**src/rtl/hdmt_pkg.sv**
```systemverilog
// hdmt_pkg: shared types, constants and span helpers for the depth max tree
// used by hdmt_front, hdmt_back and hierarchical_depth_max_tree_unit
// no dependencies
`timescale 1ns / 1ps

package hdmt_pkg;

    // coordinate width of a node span (canvas side is at most 511 pixels)
    localparam int CW      = 10;
    localparam int DEPTH_W = 24;
    localparam int COORD_W = 8;
    localparam int SIZE_W  = 9;
    localparam int CFG_IDX_W = 2;
    localparam int CFG_DATA_W = 24;

    // configuration register indexes
    localparam logic [CFG_IDX_W-1:0] REG_CANVAS_WIDTH  = 2'd0;
    localparam logic [CFG_IDX_W-1:0] REG_CANVAS_HEIGHT = 2'd1;
    localparam logic [CFG_IDX_W-1:0] REG_BACKGROUND    = 2'd2;

    localparam logic [SIZE_W-1:0]  SIZE_RESET = 9'd256;
    localparam logic [DEPTH_W-1:0] BG_RESET   = 24'hFFFFFF;

    typedef enum logic [1:0] {
        K_CLEAR   = 2'd0,
        K_WRITE   = 2'd1,
        K_REFRESH = 2'd2,
        K_QUERY   = 2'd3
    } t_kind;

    typedef struct packed {
        logic [CW-1:0] x0;
        logic [CW-1:0] x1;
        logic [CW-1:0] y0;
        logic [CW-1:0] y1;
    } t_span;

    typedef struct packed {
        t_kind              kind;
        t_span              rect;
        logic [DEPTH_W-1:0] depth;
    } t_cmd;

    typedef struct packed {
        logic [DEPTH_W-1:0] max_depth;
        logic               hit;
    } t_res;

    // child j of a span: bit 0 picks the right half, bit 1 the lower half
    function automatic t_span child_span(t_span s, logic [1:0] j);
        logic [CW:0]   xs;
        logic [CW:0]   ys;
        logic [CW-1:0] xm;
        logic [CW-1:0] ym;
        t_span         c;
        xs = {1'b0, s.x0} + {1'b0, s.x1};
        ys = {1'b0, s.y0} + {1'b0, s.y1};
        xm = xs[CW:1];
        ym = ys[CW:1];
        c.x0 = j[0] ? xm + 1'b1 : s.x0;
        c.x1 = j[0] ? s.x1 : xm;
        c.y0 = j[1] ? ym + 1'b1 : s.y0;
        c.y1 = j[1] ? s.y1 : ym;
        return c;
    endfunction

    function automatic logic is_leaf(t_span s);
        return (s.x0 == s.x1) && (s.y0 == s.y1);
    endfunction

    function automatic logic is_empty(t_span s);
        return (s.x0 > s.x1) || (s.y0 > s.y1);
    endfunction

    function automatic logic overlaps(t_span s, t_span r);
        return (r.x0 <= s.x1) && (s.x0 <= r.x1) && (r.y0 <= s.y1) && (s.y0 <= r.y1);
    endfunction

    function automatic logic covers(t_span s, t_span r);
        return (r.x0 <= s.x0) && (s.x1 <= r.x1) && (r.y0 <= s.y0) && (s.y1 <= r.y1);
    endfunction

endpackage

```
**src/rtl/hdmt_front.sv**
```systemverilog
// hdmt_front: accepts input items, decodes the mode and queues commands
// depends on hdmt_pkg
`timescale 1ns / 1ps

module hdmt_front (
    input  logic                          i_clk,
    input  logic                          i_rst_n,
    input  logic                          i_valid,
    output logic                          o_ready,
    input  logic [1:0]                    i_mode,
    input  logic [hdmt_pkg::COORD_W-1:0]  i_x_lo,
    input  logic [hdmt_pkg::COORD_W-1:0]  i_x_hi,
    input  logic [hdmt_pkg::COORD_W-1:0]  i_y_lo,
    input  logic [hdmt_pkg::COORD_W-1:0]  i_y_hi,
    input  logic [hdmt_pkg::DEPTH_W-1:0]  i_depth,
    output logic                          o_cmd_valid,
    input  logic                          i_cmd_ready,
    output hdmt_pkg::t_cmd                o_cmd
);
    import hdmt_pkg::*;

    t_cmd       r_buf [2];
    logic       r_wp;
    logic       r_rp;
    logic [1:0] r_cnt;
    t_cmd       w_cmd;
    logic       w_push;
    logic       w_pop;

    // classify the item into a command with widened rectangle
    always_comb begin
        w_cmd.kind  = t_kind'(i_mode);
        w_cmd.rect.x0 = CW'(i_x_lo);
        w_cmd.rect.x1 = CW'(i_x_hi);
        w_cmd.rect.y0 = CW'(i_y_lo);
        w_cmd.rect.y1 = CW'(i_y_hi);
        w_cmd.depth = i_depth;
    end

    assign o_ready     = (r_cnt != 2'd2);
    assign w_push      = i_valid && o_ready;
    assign o_cmd_valid = (r_cnt != 2'd0);
    assign w_pop       = o_cmd_valid && i_cmd_ready;
    assign o_cmd       = r_buf[r_rp];

    // two entry command queue
    always_ff @(posedge i_clk) begin
        if (w_push) begin
            r_buf[r_wp] <= w_cmd;
        end
    end

    always_ff @(posedge i_clk) begin
        if (!i_rst_n) begin
            r_wp  <= 1'b0;
            r_rp  <= 1'b0;
            r_cnt <= 2'd0;
        end else begin
            if (w_push) r_wp <= ~r_wp;
            if (w_pop)  r_rp <= ~r_rp;
            r_cnt <= r_cnt + {1'b0, w_push} - {1'b0, w_pop};
        end
    end

`ifndef SYNTH
    a_cnt_range: assert property (@(posedge i_clk) disable iff (!i_rst_n)
        r_cnt != 2'd3) else $error("queue count out of range");
    a_full_no_push: assert property (@(posedge i_clk) disable iff (!i_rst_n)
        (r_cnt == 2'd2 && !w_pop) |=> r_cnt == 2'd2) else $error("full queue changed");
    a_ptr_match: assert property (@(posedge i_clk) disable iff (!i_rst_n)
        (r_cnt == 2'd0) |-> (r_wp == r_rp)) else $error("empty queue pointers differ");
`endif

endmodule

```
**config.mk**
```make
export PLATFORM = sky130hd
export DESIGN_NAME = hdmt_front
export DESIGN_NICKNAME = d
export VERILOG_FILES = /design/src/rtl/hdmt_pkg.sv /design/src/rtl/hdmt_front.sv
export SDC_FILE = /design/constraint.sdc
export NUM_CORES = 1
export LEC_CHECK = 0
export BUFFER_PORTS_ARGS = -buffer_cell sky130_fd_sc_hd__buf_2
export CAP_MARGIN = 20
export CORE_ASPECT_RATIO = 2
export CORE_UTILIZATION = 30
export CTS_CLUSTER_DIAMETER = 40
export DETAILED_ROUTE_END_ITERATION = 12
export HOLD_SLACK_MARGIN = 0.06
export SLEW_MARGIN = 20
export SYNTH_ARGS = -nofsm -noshare
export SYNTH_HDL_FRONTEND = slang
export SYNTH_SLANG_ARGS = --single-unit
```
**constraint.sdc**
```tcl
create_clock -name i_clk -period 4.71 [get_ports i_clk]
set_clock_uncertainty 0.05 [all_clocks]
set_input_delay 0.7065 -clock i_clk [delete_from_list [all_inputs] [get_ports i_clk]]
set_output_delay 0.7065 -clock i_clk [all_outputs]
set_load 0.01 [all_outputs]
```
Yosys cells after proc, flatten, opt, wreduce, memory -nomap -nowiden
Memory sizes are Yosys's and may differ from the RTL's. A register that Yosys moved wholly into a read port is not among the register bits.
Cells that the tools add are included.
{"block": "totals", "memories": 1, "mem_bits_rw": 116, "regBits": 4, "inputBits": 62}
{"memory": "r_buf", "words": 2, "width": 58, "rd": 1, "rd_clocked_by_memory_dff": 1, "wr": 1, "line": "hdmt_front.sv:22", "rtl": "t_cmd r_buf [2];"}
{"block": "classes", "eq_ne": 1, "n_bitwise": 2, "addsub": 2, "mux": 4, "n_reduce_logical": 3}
{"cell": "2-to-1 mux 1 bit", "n": 4}
{"cell": "adder 2 x 1 -> 2 bit", "n": 1}
{"cell": "logical AND 1 bit", "n": 2}
{"cell": "inequality test 2 bit (second input constant)", "n": 1}
{"cell": "inverter 1 bit", "n": 2}
{"cell": "nonzero test 2 bit", "n": 1}
{"cell": "subtractor 2 x 1 -> 2 bit", "n": 1}

Depth between registers and ports, before layout
{"block": "logic_depth", "ltp_word": 4, "ltp_mapped": 8, "ltp_nobuf": 8}

Least setup slack after synthesis
No wires, ideal clock.
{"block": "synth_timing", "path_type": "in2reg", "from": "input i_valid", "to": "memory r_buf[0][0] in the netlist's numbering (enable)", "path_slack_ns": 0.955, "arrival_time_ns": 3.231, "required_ns": 4.186, "setup_ns": 0.474, "path_stages": 2, "cell_sequence": "nand2_1 > nor2_1"}
{"block": "synth_via", "elab_chain_len": 3}
{"item": "start: declaration", "line": "hdmt_front.sv:8", "rtl": "input logic i_valid,"}
{"item": "logical AND 1 bit", "line": "hdmt_front.sv:41", "rtl": "assign w_push = i_valid && o_ready;"}
{"item": "2-to-1 mux 1 bit", "line": "hdmt_front.sv:48", "rtl": "if (w_push) begin"}
{"item": "2-to-1 mux 1 bit (implied by the code)", "line": "hdmt_front.sv:49", "rtl": "r_buf[r_wp] <= w_cmd;"}
{"item": "end: declaration", "line": "hdmt_front.sv:22"}
No other way between the ends.

==> metrics.txt <==
VDD IR max=0.445 mV; Leak=about 2.2 nW; #FFs+latches synth=121; largest net degree at the start of global routing=59; Worst Tran Pin Value=1.03 ns; Worst R2R Path Depth=4; Worst Hold Class=in -> reg; first-pass GRT wire length=about 12 mm; status=finished clean; pre-CTS WS=~2 ns; Initial DRT Pass Iterations=4; reg-to-reg startpoint=r_cnt[0]$_SDFF_PN0_; Area growth syn-to-layout=28.3%; Hold Buf Count CTS=0; DRT Wirelength=about 8.1 mm; CTS clock-pin slew for the worst setup and hold paths=about 0.05 ns; vias=2308; initial antenna violation count=3; CTS Buffer Depth=2; Synth top area share=76.4%; Root Driver=clkbuf_16; CTS Buf Count=17; Synth area leader=edfxtp_1; Netlist cell types=20; main area contributors after synthesis=edfxtp_1 76%, mux2_2 9.4%, mux2_4 6.6%; total number of H-tree levels=4; crit path DAT=1.93 ns; Final Util=39.5%; Synth Warn #=0; PwrDens=544 mW/mm2; final setup margin=2.03 ns; CTS Sinks=121; commonest register cell after synthesis=edfxtp_1; setup violators final=0; sequential element share of the synthesized area=78.6%; Post-synth ARST share=0%; share of cells above drive strength 1=58.5%; R2R setup slack=approximately 2.4 ns; worst endpoint required time=about 4 ns; IO buf count=121; Hold Path Depth=1; post-DR vias/cell=4.16; # fillers=1437; hold endpoint=r_buf[1][25]$_DFFE_PP_; Max-slew headroom=30.9%; IO Count=130; core area=between 0.01 and 0.015 mm2; Detailed Place HPWL=5.42 mm; Final ANT Viol Nets=0; gr usage total=10.8%; RePlAce Congestion=0.697; Mapped Avg Cell Area=between 20 and 25 um2; crit path max fanout=58; number of max-cap violations=0; Setup Fix Bufs, Post-CTS=0; min Tclk post-route=between 2 and 3 ns; Mapped Cells=213; wire length per cell=14.6 um; initial core utilization=30.8%; number of instances in the placed design=approximately 520; synthesized area=0.00456 mm2; Worst Setup Start Kind=flop; Pins Over Slew Limit=0; CTS tree=yes; RSZ-0062 raised after global routing=false; Die Wd=89.2 um; setup TNS=0 ns; r2r endpoint=r_buf[0][15]$_DFFE_PP_; Fin. Hold Viols=0; clk_lat worst skew=roughly 0.40 ns; DRC errors left=0; Hold Crit Start=i_y_hi[1]; f_max=0.373 GHz; Die ar.=about 0.016 mm2; EDFF count, synth=116; post-cts repair resize count=0; Non-Filler Instances=555; Setup CP Type=reg -> out; fin crit share=57.0%; Worst setup EP type=output pin; total gr overflow=0; Final #Nets=412; vias in the first global route=2384; initial DRC count=77; Die Span Y=approximately 180 um; row count=between 60 and 70
==> power by group <==
part	total, W	internal, W	switching, W	leakage [nW]
clock	0.00106	0.000650	0.000414	0.237
sequential	0.00146	0.00136	0.000107	1.13
combinational	0.000653	0.000348	0.000305	0.859
total	0.00318	0.00235	0.000826	2.22
==> sequential cells by signal, indices dropped and copies added, names as in the netlist, named ones only <==
register  count
r_buf       116
r_cnt         2
r_rp          1
r_wp          1
==> through the flow <==
stage               total power [W]  hold WS (ns)  area (um2)
floorplan                   0.00191         0.405        4580
global placement            0.00214         0.456        5350
detailed placement          0.00216         0.479        5350
CTS                         0.00324         0.423        5840
global route                0.00334         0.423        5850
finish                      0.00318         0.445        5850
==> cells in the final DEF, fill, tap and decap left out, types with 2 or more instances in the layout <==
master      synthesis  layout
clkinv_2            0       5
edfxtp_1          116     116
nand2b_1            2       2
conb_1              1       8
buf_4               8       2
mux2_2             38      38
dfxtp_1             5       4
clkinvlp_4          0       3
nor2b_1             2       2
nand2_1             2       2
xnor2_1             3       3
and2_1              2       2
clkinv_1            0       4
clkbuf_16           0      17
ha_1                2       2
mux2_4             20      20
buf_2               3     121
==> cell type report <==
class | instances | area [um2] | area share [%]
clock inverter | 12 | 62.6 | 1.07
sequential | 121 | 3590 | 61.4
clock buffer | 18 | 429 | 7.34
timing repair buffer | 123 | 621 | 10.6
inverter | 1 | 3.75 | 0.0642
multi-input combinational | 84 | 897 | 15.3
antenna | 1 | 2.50 | 0.0428
tap | 195 | 244 | 4.17
==> worst max-delay path by stage <==
stage,to,cells after the start
final,o_cmd[14],2
after global placement,r_buf[0][25]$_DFFE_PP_,4
after floorplan,r_buf[0][0]$_DFFE_PP_,2
after detailed placement,r_buf[0][9]$_DFFE_PP_,4
after global routing,o_cmd[14],2
after CTS,o_cmd[14],2
==> critical path, stage by stage (launching register included) <==
cell	delay (ns)
dfxtp_4	0.93
mux2_2	0.43
buf_2	0.14
==> logic make-up (layout without fill, tap and decap cells) <==
| logic type | after synthesis | count (layout) | share of synthesized area, % |
|---|---|---|---|
| flops | 121 | 121 | 78.6 |
| mux | 59 | 59 | 16.2 |
| buf+inv | 15 | 154 | 2.47 |
| simple gates | 11 | 11 | 1.35 |
| xor+xnor | 3 | 3 | 0.577 |
| fa+ha+maj | 2 | 2 | 0.549 |
| other cells | 1 | 9 | 0.0823 |
| compound gates | 1 | 1 | 0.165 |
==> cells in the mapped netlist, types with 2 or more instances <==
master	count
buf_6	3
mux2_4	20
xnor2_1	3
ha_1	2
buf_2	3
nand2_1	2
edfxtp_1	116
buf_4	8
dfxtp_1	5
nor2b_1	2
nand2b_1	2
mux2_2	38
and2_1	2
==> routing by layer <==
metal  vias up  GRT usage (%)  wire length [um]
met3        18           4.16               377
met2        76           19.2              4660
met5         -              0                13
met1      1134           10.1              2820
met4         2           6.61               249
li1       1078              -                 -
Note: power is estimated with default switching activity, not from simulation.
